## src/rtl/sliding_window_extremum_with_position_top_defines.svh

```systemverilog
// Assertion macros shared by the sliding-window extremum RTL.
`ifndef SLIDING_WINDOW_EXTREMUM_WITH_POSITION_TOP_DEFINES_SVH
`define SLIDING_WINDOW_EXTREMUM_WITH_POSITION_TOP_DEFINES_SVH

`ifndef ASSERT_OFF
// Property must hold at every clock edge outside reset.
`define SWMX_ASSERT(lbl, prop, msg) \
   lbl: assert property (@(posedge clock) disable iff (reset) prop) else $error(msg);
// Expression must never be true outside reset.
`define SWMX_ASSERT_NEVER(lbl, expr, msg) \
   lbl: assert property (@(posedge clock) disable iff (reset) !(expr)) else $error(msg);
`else
`define SWMX_ASSERT(lbl, prop, msg)
`define SWMX_ASSERT_NEVER(lbl, expr, msg)
`endif

`endif

```

## src/rtl/swmx_pkg.sv

```systemverilog
// Shared types and constants of the sliding-window extremum block.
package swmx_pkg;

   // defaults for the top-level parameters
   localparam int MAX_RADIUS_DEFAULT  = 16;
   localparam int SAMPLE_BITS_DEFAULT = 16;

   // register widths and the config port
   localparam int RADIUS_BITS    = 5;
   localparam int CSR_DATA_BITS  = 5;
   localparam int CSR_INDEX_BITS = 2;

   localparam logic [RADIUS_BITS-1:0] RADIUS_RESET = RADIUS_BITS'(1);

   // register indexes
   localparam logic [CSR_INDEX_BITS-1:0] CSR_WINDOW_RADIUS = CSR_INDEX_BITS'(0);
   localparam logic [CSR_INDEX_BITS-1:0] CSR_FIND_MAX      = CSR_INDEX_BITS'(1);

   // sequencer states
   typedef enum logic [1:0] {
      ST_IDLE,
      ST_SCAN,
      ST_DONE
   } state_type;

   // controls for every cell of the ring
   typedef struct packed {
      logic shift_en;   // take the neighbor on the newer side (new item)
      logic rotate_en;  // take the neighbor on the older side (scan step)
   } cell_ctrl_type;

   // controls for the compare unit
   typedef struct packed {
      logic load_first; // newest sample seeds the running extremum
      logic update_en;  // current tap lies inside the window
   } scan_ctrl_type;

endpackage

```

## src/rtl/swmx_cell.sv

```systemverilog
// One storage cell of the sample ring: shifts on a new item, rotates on a scan step.
module swmx_cell #(
   parameter int SAMPLE_BITS = swmx_pkg::SAMPLE_BITS_DEFAULT
) (
   input  logic                          clock,
   input  swmx_pkg::cell_ctrl_type       ctrl,
   input  logic [SAMPLE_BITS-1:0]        newer_value,
   input  logic [SAMPLE_BITS-1:0]        older_value,
   output logic [SAMPLE_BITS-1:0]        value
);

   logic [SAMPLE_BITS-1:0] value_ff;
   logic [SAMPLE_BITS-1:0] value_in;

   // shift moves samples one place older, rotate brings the older neighbor forward
   always_comb begin
      value_in = value_ff;
      if (ctrl.shift_en) begin
         value_in = newer_value;
      end else if (ctrl.rotate_en) begin
         value_in = older_value;
      end
   end

   always_ff @(posedge clock) begin
      value_ff <= value_in;
   end

   assign value = value_ff;

endmodule

```

## src/rtl/swmx_scan.sv

```systemverilog
// Running compare unit: keeps the best sample and its age while the ring rotates past it.
module swmx_scan #(
   parameter int SAMPLE_BITS = swmx_pkg::SAMPLE_BITS_DEFAULT,
   parameter int AGE_BITS    = 6
) (
   input  logic                      clock,
   input  swmx_pkg::scan_ctrl_type   ctrl,
   input  logic                      find_max,
   input  logic [SAMPLE_BITS-1:0]    tap,
   input  logic [AGE_BITS-1:0]       step,
   output logic [SAMPLE_BITS-1:0]    best,
   output logic [AGE_BITS-1:0]       best_age
);

   logic [SAMPLE_BITS-1:0] best_ff;
   logic [SAMPLE_BITS-1:0] best_in;
   logic [AGE_BITS-1:0]    age_ff;
   logic [AGE_BITS-1:0]    age_in;
   logic                   better;

   // ties go to the older sample, so equal values also replace
   assign better = find_max ? (tap >= best_ff) : (tap <= best_ff);

   always_comb begin
      best_in = best_ff;
      age_in  = age_ff;
      if (ctrl.load_first) begin
         best_in = tap;
         age_in  = '0;
      end else if (ctrl.update_en && better) begin
         best_in = tap;
         age_in  = step;
      end
   end

   always_ff @(posedge clock) begin
      best_ff <= best_in;
      age_ff  <= age_in;
   end

   assign best     = best_ff;
   assign best_age = age_ff;

endmodule

```

## src/rtl/sliding_window_extremum_with_position_top.sv

```systemverilog
// Sliding-window minimum/maximum with age of its oldest occurrence.
// Each item passes three states: in idle the sample is shifted into the ring of
// 2*MAX_RADIUS+1 cells, in scan the whole ring rotates once, one cell per step, past the
// single compare unit at cell 0, and in done the output register is loaded. The ring
// always makes a full turn, whatever the configured radius, so the scan does not depend
// on window_radius. A result left waiting in the output register does not block the next
// item; the block holds in its done state only when a second result is ready before the
// first was taken.
`include "sliding_window_extremum_with_position_top_defines.svh"

module sliding_window_extremum_with_position_top #(
   parameter int MAX_RADIUS  = swmx_pkg::MAX_RADIUS_DEFAULT,
   parameter int SAMPLE_BITS = swmx_pkg::SAMPLE_BITS_DEFAULT,
   localparam int DEPTH      = 2 * MAX_RADIUS + 1,
   localparam int AGE_BITS   = $clog2(DEPTH)
) (
   input  logic                                  clock,
   input  logic                                  reset,
   // input items
   input  logic                                  req_valid,
   output logic                                  req_stall,
   input  logic [SAMPLE_BITS-1:0]                req_sample,
   input  logic                                  req_column_start,
   // result items
   output logic                                  rsp_valid,
   input  logic                                  rsp_stall,
   output logic [SAMPLE_BITS-1:0]                rsp_extremum,
   output logic [AGE_BITS-1:0]                   rsp_extremum_age,
   output logic                                  rsp_window_full,
   // configuration writes
   input  logic                                  csr_write_enable,
   input  logic [swmx_pkg::CSR_INDEX_BITS-1:0]   csr_index,
   input  logic [swmx_pkg::CSR_DATA_BITS-1:0]    csr_write_data
);

   localparam int FILL_BITS = $clog2(DEPTH + 1);
   localparam int MAXR_BITS = $clog2(MAX_RADIUS + 1);
   localparam int RAD_BITS  = (swmx_pkg::RADIUS_BITS > MAXR_BITS) ?
                              swmx_pkg::RADIUS_BITS : MAXR_BITS;

   // config registers
   logic [swmx_pkg::RADIUS_BITS-1:0] radius_ff;
   logic [swmx_pkg::RADIUS_BITS-1:0] radius_in;
   logic                             find_max_ff;
   logic                             find_max_in;

   // control state
   swmx_pkg::state_type              state_ff;
   swmx_pkg::state_type              state_in;
   logic [AGE_BITS-1:0]              step_ff;
   logic [AGE_BITS-1:0]              step_in;
   logic [FILL_BITS-1:0]             fill_ff;
   logic [FILL_BITS-1:0]             fill_in;

   // output register
   logic                             rsp_valid_ff;
   logic                             rsp_valid_in;
   logic [SAMPLE_BITS-1:0]           rsp_extremum_ff;
   logic [SAMPLE_BITS-1:0]           rsp_extremum_in;
   logic [AGE_BITS-1:0]              rsp_age_ff;
   logic [AGE_BITS-1:0]              rsp_age_in;
   logic                             rsp_full_ff;
   logic                             rsp_full_in;

   logic                             accept;
   logic                             out_free;
   logic                             step_last;
   logic                             rsp_load;
   logic [RAD_BITS-1:0]              radius_ext;
   logic [RAD_BITS-1:0]              radius_eff;
   logic [FILL_BITS-1:0]             len_w;
   logic [FILL_BITS-1:0]             span;
   logic                             in_window;

   swmx_pkg::cell_ctrl_type          cell_ctrl;
   swmx_pkg::scan_ctrl_type          scan_ctrl;
   logic [SAMPLE_BITS-1:0]           cell_value [DEPTH];
   logic [SAMPLE_BITS-1:0]           best;
   logic [AGE_BITS-1:0]              best_age;

   assign accept    = req_valid && !req_stall;
   assign out_free  = !rsp_valid_ff || !rsp_stall;
   assign step_last = (step_ff == AGE_BITS'(DEPTH - 1));

   // effective radius, clamped to 1..MAX_RADIUS, and window length 2R+1
   assign radius_ext = RAD_BITS'(radius_ff);
   always_comb begin
      radius_eff = radius_ext;
      if (radius_ext == '0) begin
         radius_eff = RAD_BITS'(1);
      end else if (radius_ext > RAD_BITS'(MAX_RADIUS)) begin
         radius_eff = RAD_BITS'(MAX_RADIUS);
      end
   end
   assign len_w = FILL_BITS'({radius_eff, 1'b1});

   // samples of this column that fall in the window
   assign span      = (fill_ff < len_w) ? fill_ff : len_w;
   assign in_window = (FILL_BITS'(step_ff) < span);

   // config port
   always_comb begin
      radius_in   = radius_ff;
      find_max_in = find_max_ff;
      if (csr_write_enable) begin
         case (csr_index)
            swmx_pkg::CSR_WINDOW_RADIUS: radius_in   = csr_write_data[swmx_pkg::RADIUS_BITS-1:0];
            swmx_pkg::CSR_FIND_MAX:      find_max_in = csr_write_data[0];
            default: ;
         endcase
      end
   end

   // next state
   always_comb begin
      state_in = state_ff;
      case (state_ff)
         swmx_pkg::ST_IDLE: if (accept)    state_in = swmx_pkg::ST_SCAN;
         swmx_pkg::ST_SCAN: if (step_last) state_in = swmx_pkg::ST_DONE;
         swmx_pkg::ST_DONE: if (out_free)  state_in = swmx_pkg::ST_IDLE;
         default:                          state_in = swmx_pkg::ST_IDLE;
      endcase
   end

   // sequencer outputs
   always_comb begin
      req_stall            = 1'b1;
      cell_ctrl.shift_en   = 1'b0;
      cell_ctrl.rotate_en  = 1'b0;
      scan_ctrl.load_first = 1'b0;
      scan_ctrl.update_en  = 1'b0;
      rsp_load             = 1'b0;
      step_in              = step_ff;
      case (state_ff)
         swmx_pkg::ST_IDLE: begin
            req_stall          = 1'b0;
            cell_ctrl.shift_en = req_valid;
            step_in            = '0;
         end
         swmx_pkg::ST_SCAN: begin
            cell_ctrl.rotate_en  = 1'b1;
            scan_ctrl.load_first = (step_ff == '0);
            scan_ctrl.update_en  = in_window;
            step_in              = step_ff + AGE_BITS'(1);
         end
         swmx_pkg::ST_DONE: begin
            rsp_load = out_free;
         end
         default: ;
      endcase
   end

   // column fill count, restarted by a column start, saturating at the ring depth
   always_comb begin
      fill_in = fill_ff;
      if (accept) begin
         if (req_column_start) begin
            fill_in = FILL_BITS'(1);
         end else if (fill_ff < FILL_BITS'(DEPTH)) begin
            fill_in = fill_ff + FILL_BITS'(1);
         end
      end
   end

   // output register
   always_comb begin
      rsp_valid_in    = rsp_valid_ff && rsp_stall;
      rsp_extremum_in = rsp_extremum_ff;
      rsp_age_in      = rsp_age_ff;
      rsp_full_in     = rsp_full_ff;
      if (rsp_load) begin
         rsp_valid_in    = 1'b1;
         rsp_extremum_in = best;
         rsp_age_in      = best_age;
         rsp_full_in     = (fill_ff >= len_w);
      end
   end

   always_ff @(posedge clock) begin
      if (reset) begin
         radius_ff    <= swmx_pkg::RADIUS_RESET;
         find_max_ff  <= 1'b0;
         state_ff     <= swmx_pkg::ST_IDLE;
         step_ff      <= '0;
         fill_ff      <= '0;
         rsp_valid_ff <= 1'b0;
      end else begin
         radius_ff    <= radius_in;
         find_max_ff  <= find_max_in;
         state_ff     <= state_in;
         step_ff      <= step_in;
         fill_ff      <= fill_in;
         rsp_valid_ff <= rsp_valid_in;
      end
   end

   always_ff @(posedge clock) begin
      rsp_extremum_ff <= rsp_extremum_in;
      rsp_age_ff      <= rsp_age_in;
      rsp_full_ff     <= rsp_full_in;
   end

   // ring of cells, newest at cell 0; rotation feeds cell 0 from the oldest side
   for (genvar k = 0; k < DEPTH; k++) begin : g_cell
      logic [SAMPLE_BITS-1:0] newer_value;
      logic [SAMPLE_BITS-1:0] older_value;

      if (k == 0) begin : g_head
         assign newer_value = req_sample;
      end else begin : g_body
         assign newer_value = cell_value[k-1];
      end

      if (k == DEPTH - 1) begin : g_tail
         assign older_value = cell_value[0];
      end else begin : g_link
         assign older_value = cell_value[k+1];
      end

      swmx_cell #(
         .SAMPLE_BITS (SAMPLE_BITS)
      ) u_cell (
         .clock       (clock),
         .ctrl        (cell_ctrl),
         .newer_value (newer_value),
         .older_value (older_value),
         .value       (cell_value[k])
      );
   end

   // compare unit watching cell 0
   swmx_scan #(
      .SAMPLE_BITS (SAMPLE_BITS),
      .AGE_BITS    (AGE_BITS)
   ) u_scan (
      .clock    (clock),
      .ctrl     (scan_ctrl),
      .find_max (find_max_ff),
      .tap      (cell_value[0]),
      .step     (step_ff),
      .best     (best),
      .best_age (best_age)
   );

   assign rsp_valid        = rsp_valid_ff;
   assign rsp_extremum     = rsp_extremum_ff;
   assign rsp_extremum_age = rsp_age_ff;
   assign rsp_window_full  = rsp_full_ff;

   // an accepted item starts a scan from the newest sample
   `SWMX_ASSERT(a_accept_starts_scan, accept |=> (state_ff == swmx_pkg::ST_SCAN && step_ff == '0), "item accepted without a fresh scan")
   // the scan ends after exactly one full turn of the ring
   `SWMX_ASSERT(a_scan_turn, (state_ff == swmx_pkg::ST_SCAN && step_last) |=> (state_ff == swmx_pkg::ST_DONE), "scan did not end after one ring turn")
   // a fresh result always points inside the window
   `SWMX_ASSERT(a_age_in_window, $rose(rsp_valid_ff) |-> (FILL_BITS'(rsp_age_ff) < len_w), "result age outside the window")
   // after an item the column holds at least that sample and never more than the ring
   `SWMX_ASSERT_NEVER(a_fill_range, (fill_ff > FILL_BITS'(DEPTH)) || (state_ff != swmx_pkg::ST_IDLE && fill_ff == '0), "fill count out of range")

endmodule

```

## config.mk

```make
export PLATFORM = sky130hd
export DESIGN_NAME = sliding_window_extremum_with_position_top
export DESIGN_NICKNAME = d
export VERILOG_FILES = /design/src/rtl/swmx_pkg.sv /design/src/rtl/swmx_cell.sv /design/src/rtl/swmx_scan.sv /design/src/rtl/sliding_window_extremum_with_position_top.sv
export VERILOG_INCLUDE_DIRS = /design/src /design/src/rtl
export SDC_FILE = /design/constraint.sdc
export NUM_CORES = 1
export LEC_CHECK = 0
export BUFFER_PORTS_ARGS = -buffer_cell sky130_fd_sc_hd__buf_2
export CORE_MARGIN = 3
export CORE_UTILIZATION = 63
export CTS_CLUSTER_SIZE = 10
export DETAILED_ROUTE_END_ITERATION = 7
export PLACE_DENSITY = 0.8
export SLEW_MARGIN = 20
export SYNTH_ARGS = -nofsm -noshare
export SYNTH_HDL_FRONTEND = slang
export SYNTH_HIERARCHICAL = 1
export SYNTH_SLANG_ARGS = --single-unit
```

## constraint.sdc

```tcl
create_clock -name clock -period 5 [get_ports clock]
set_input_delay 0.5 -clock clock [delete_from_list [all_inputs] [get_ports clock]]
set_output_delay 0.5 -clock clock [all_outputs]
set_load 0.005 [all_outputs]
```

==> results by group <==
GRT
  • Total congestion overflow after global routing: 0
  • Global router's overall resource usage: 21.4%
  • Wire length of the first global-routing pass: 76.6 mm
  • Pin count of the biggest net entering global routing: 55
  • Number of global-route vias before repair: 12900
  • Antenna violations before repair: 0

Floorplanning
  • Initial Util: 64.5%
  • Total die area: 0.0460 mm^2
  • Num ports: 54
  • Core Footprint: 0.0424 mm^2
  • # rows: 75
  • Die Height: 214 um
  • Floorplan die width: 214 um

Drt
  • Number of remaining DRC errors: 0
  • Drt initial violations: 1131
  • Number of search-and-repair iterations in the first detailed-routing pass: 7
  • Met3 wire length: 2.24 mm
  • Top Metal Used: met4
  • Routed met2 length: 23.5 mm
  • Routed metal-1 wirelength: 22.6 mm
  • Via-to-Cell Ratio: 5.97
  • DRT antenna net count: 0
  • Wirelength, routed: 49.4 mm
  • Routed vias: 12500
  • DR WL/cell: 23.5 um

Timing
  • Hold violation count in the final report: 0
  • Achievable Freq: 229 MHz
  • Setup Skew: 0.0185 ns
  • Shortest clock period the worst path allows after layout: 4.36 ns
  • Worst relative slew slack: 28.2%
  • Setup Viol. Count Final: 0
  • Number of pins with negative max-slew slack in the final report: 0
  • Setup tns final: 0 ns
  • Final setup slack of the worst path: 0.636 ns
  • Setup repair after global routing missed its margin: no
  • Period Utilization, post-route: 87.3%
  • Transition time at the pin with the least slew margin: 1.07 ns

Synthesis
  • Synth Register Bits: 594
  • Most used flip-flop cell after synthesis: sky130_fd_sc_hd__edfxtp_1
  • Share of synthesized cell area in full adder, half adder and majority cells: 1.37%
  • Combined area of all synthesized cells: 0.0274 mm^2
  • Mapped Avg Cell Area: 19.1 um^2
  • Number of distinct library cells after synthesis: 53
  • Largest family of logic cells by synthesized area: multiplexers
  • Count of flip-flops with a built-in enable after synthesis: 567
  • Cell count after synthesis: 1430
  • Fraction of registers with async set/reset: 0%
  • Post-Synthesis Net Count: 1489
  • Fraction of the mapped netlist area in compound gates: 0.928%
  • Number of warnings issued by yosys: 6
  • Post-Synth XOR/XNOR Area: 0.192%
  • Multiplexer share of the synthesized area: 26.4%
  • Seq/Total Area, Yosys: 64.2%
  • Basic-gate share of the synthesized area counting and, or, nand and nor cells: 2.67%

Clock tree
  • CTS tree: done
  • Number of buffers inserted during clock tree synthesis: 69
  • Resized Gates After CTS: 0
  • Max clock buf depth: 3
  • Post-cts hold buffer count: 0
  • # clock sinks: 594
  • Htree depth: 3
  • CTS Root Buffer Type: sky130_fd_sc_hd__clkbuf_16
  • Register clock-pin slew on the reported worst setup and hold paths: 0.06 ns
  • Post-CTS setup repair buffer count: 0
  • Worst skew pair latency: 0.58 ns

Pwr
  • Largest voltage drop on the vdd net: 0.000291 V
  • Power consumption: 0.0128 W
  • Pleak: 11.0 nW
  • Pwr per Cell Area: 436 mW/mm^2

Finish
  • Layout Utilization: 69.4%
  • Signed area change from the synthesized netlist to the final layout: 7.53%
  • Fill cell instance count of the final layout: 2660
  • Final layout net count: 1560
  • Ant diodes: 0
  • Layout cells sized above 1: 45.7%

Place
  • Minimum setup slack after placement: 0.772 ns
  • Final weighted congestion in routability-driven placement: 0.806
  • Count of buffers from port buffering: 53
  • HPWL after detailed placement: 33.0 mm

Setup path
  • Delay of the slowest cell on the worst path: 0.46 ns
  • Critical path buffer and inverter count: 0
  • Cell occurring most often along the worst timing path: sky130_fd_sc_hd__o21ai_0
  • Worst path arrival time: 4.58 ns
  • Ordered cell list for the critical path: nor3_1, o21ai_0, ha_1, a21oi_1, o21ai_0, nor2_2, mux2_2, ha_1, a211o_1, a211oi_1, o21ai_0, nand2_1, o21ai_0, nor3_4, or2_2
  • Startpoint of the worst-slack reg-to-reg timing path: radius_ext[3]$_SDFFE_PP0P_
  • Cell with the biggest individual delay on the critical path: sky130_fd_sc_hd__or2_2
  • Critical path data required time: 5.22 ns
  • Start point of the critical path: radius_ext[3]$_SDFFE_PP0P_
  • Worst Path Max Fanout: 16
  • Critical Path Source Type: flop
  • Cell family with the largest share of critical-path delay: compound AO/OA/AOI/OAI gates
  • Category of the critical setup timing path: reg2reg
  • R2r setup slk: 0.64 ns
  • CP endpoint kind: flop

Job
  • Max-Cap Viols: 0

Hold path
  • Class of the worst hold path: in2reg
  • Hold path start: csr_write_data[0]

Status
  • Result of the run: finished, final reports clean
==> cells in the mapped netlist (2+ instances only) <==
cell type / instances / area, um^2
sky130_fd_sc_hd__o211ai_1: 2 / 15.0
sky130_fd_sc_hd__ha_1: 30 / 375
sky130_fd_sc_hd__xnor2_1: 4 / 35.0
sky130_fd_sc_hd__a21oi_1: 13 / 65.1
sky130_fd_sc_hd__buf_12: 33 / 661
sky130_fd_sc_hd__nand2_1: 11 / 41.3
sky130_fd_sc_hd__o21ai_0: 8 / 40.0
sky130_fd_sc_hd__nand2b_1: 17 / 106
sky130_fd_sc_hd__and2_1: 2 / 12.5
sky130_fd_sc_hd__nor2b_1: 3 / 18.8
sky130_fd_sc_hd__or2_1: 33 / 206
sky130_fd_sc_hd__a211o_1: 2 / 17.5
sky130_fd_sc_hd__xor2_1: 2 / 17.5
sky130_fd_sc_hd__mux2i_1: 12 / 120
sky130_fd_sc_hd__or2_2: 2 / 12.5
sky130_fd_sc_hd__inv_1: 28 / 105
sky130_fd_sc_hd__clkbuf_1: 2 / 7.51
sky130_fd_sc_hd__nor3_1: 3 / 15.0
sky130_fd_sc_hd__nand4_1: 4 / 25.0
sky130_fd_sc_hd__mux2_4: 297 / 4460
sky130_fd_sc_hd__a211oi_1: 3 / 22.5
sky130_fd_sc_hd__nand4_2: 2 / 25.0
sky130_fd_sc_hd__mux2_2: 235 / 2650
sky130_fd_sc_hd__nor2_1: 25 / 93.8
sky130_fd_sc_hd__nand3_1: 3 / 15.0
sky130_fd_sc_hd__buf_6: 34 / 383
sky130_fd_sc_hd__nor2_2: 2 / 12.5
sky130_fd_sc_hd__dfxtp_1: 27 / 541
sky130_fd_sc_hd__edfxtp_1: 567 / 17000
==> through the flow <==
step | cells | cell area, um^2 | hold WS [ns]
final | 2099 | 29400 | 0.159
after CTS | 2099 | 29400 | 0.132
after global routing | 2099 | 29400 | 0.166
after detailed placement | 2007 | 27500 | 0.427
after floorplan | 1430 | 27400 | 0.409
after global placement | 2007 | 27500 | 0.426
==> cell type report <==
cell class              count  area (um^2)  area share, %
flip-flops and latches    594        17600           59.7
multi-input cells         739         8650           29.4
clock buffers              88         1860           6.33
well taps                 577          722           2.45
repair buffers             69          473           1.61
inverters                  28          105          0.357
clock inverters             4         42.5          0.145
==> layer usage <==
| layer | GRT usage, % | vias up |
|---|---|---|
| met4 | 6.25 | 0 |
| met3 | 3.47 | 75 |
| met2 | 33.5 | 317 |
| met5 | 0 | - |
| li1 | - | 5654 |
| met1 | 31.3 | 6487 |
==> sequential cells by signal, indices dropped and copies added (netlist names) <==
signal               cells
u_scan/best             16
state_ff                 2
rsp_extremum            16
fill_ff                  6
rsp_valid                1
u_scan/best_age          6
rsp_extremum_age         6
step_ff                  6
rsp_window_full          1
radius_ext               5
find_max_ff              1
g_cell.u_cell/value    528
==> cells in the final DEF, fill, tap and decap left out, types with 3 or more instances in the layout <==
master,count
sky130_fd_sc_hd__edfxtp_1,567
sky130_fd_sc_hd__mux2_4,297
sky130_fd_sc_hd__mux2_2,235
sky130_fd_sc_hd__clkbuf_16,72
sky130_fd_sc_hd__buf_2,53
sky130_fd_sc_hd__or2_1,33
sky130_fd_sc_hd__ha_1,30
sky130_fd_sc_hd__inv_1,27
sky130_fd_sc_hd__dfxtp_1,27
sky130_fd_sc_hd__nor2_1,25
sky130_fd_sc_hd__nand2b_1,17
sky130_fd_sc_hd__clkbuf_1,16
sky130_fd_sc_hd__a21oi_1,12
sky130_fd_sc_hd__mux2i_1,12
sky130_fd_sc_hd__nand2_1,11
sky130_fd_sc_hd__buf_4,9
sky130_fd_sc_hd__o21ai_0,8
sky130_fd_sc_hd__buf_12,7
sky130_fd_sc_hd__nand4_1,4
sky130_fd_sc_hd__xnor2_1,4
sky130_fd_sc_hd__nor3_1,3
sky130_fd_sc_hd__a211oi_1,3
sky130_fd_sc_hd__nand3_1,3
sky130_fd_sc_hd__nor2b_1,3
sky130_fd_sc_hd__inv_6,3
==> final timing paths <==
| kind | end | cells past startpoint |
|---|---|---|
| setup / recovery | u_scan/best[7]$_DFFE_PP_ | 15 |
| hold / removal | radius_ext[0]$_SDFFE_PP1P_ | 2 |
| setup reg to reg | u_scan/best[7]$_DFFE_PP_ | 15 |
| hold reg to reg | rsp_extremum_age[0]$_DFFE_PP_ | 0 |
==> kinds of logic (layout without fill, tap and decap cells) <==
kind of cell / Yosys count / in the layout
AO/OA/AOI/OAI: 39 / 39
XOR/XNOR: 6 / 6
adder cells (fa/ha/maj): 30 / 30
buffers and inverters: 97 / 189
flip-flops: 594 / 594
multiplexers: 544 / 544
AND/OR/NAND/NOR: 120 / 120
==> where the power goes <==
part           internal, W  leakage [nW]  switching, W
Sequential         0.00641          5.79      0.000489
Combinational     0.000944          4.24      0.000588
Clock              0.00258         0.927       0.00181
No activity file was read; power rests on OpenSTA's default activity.
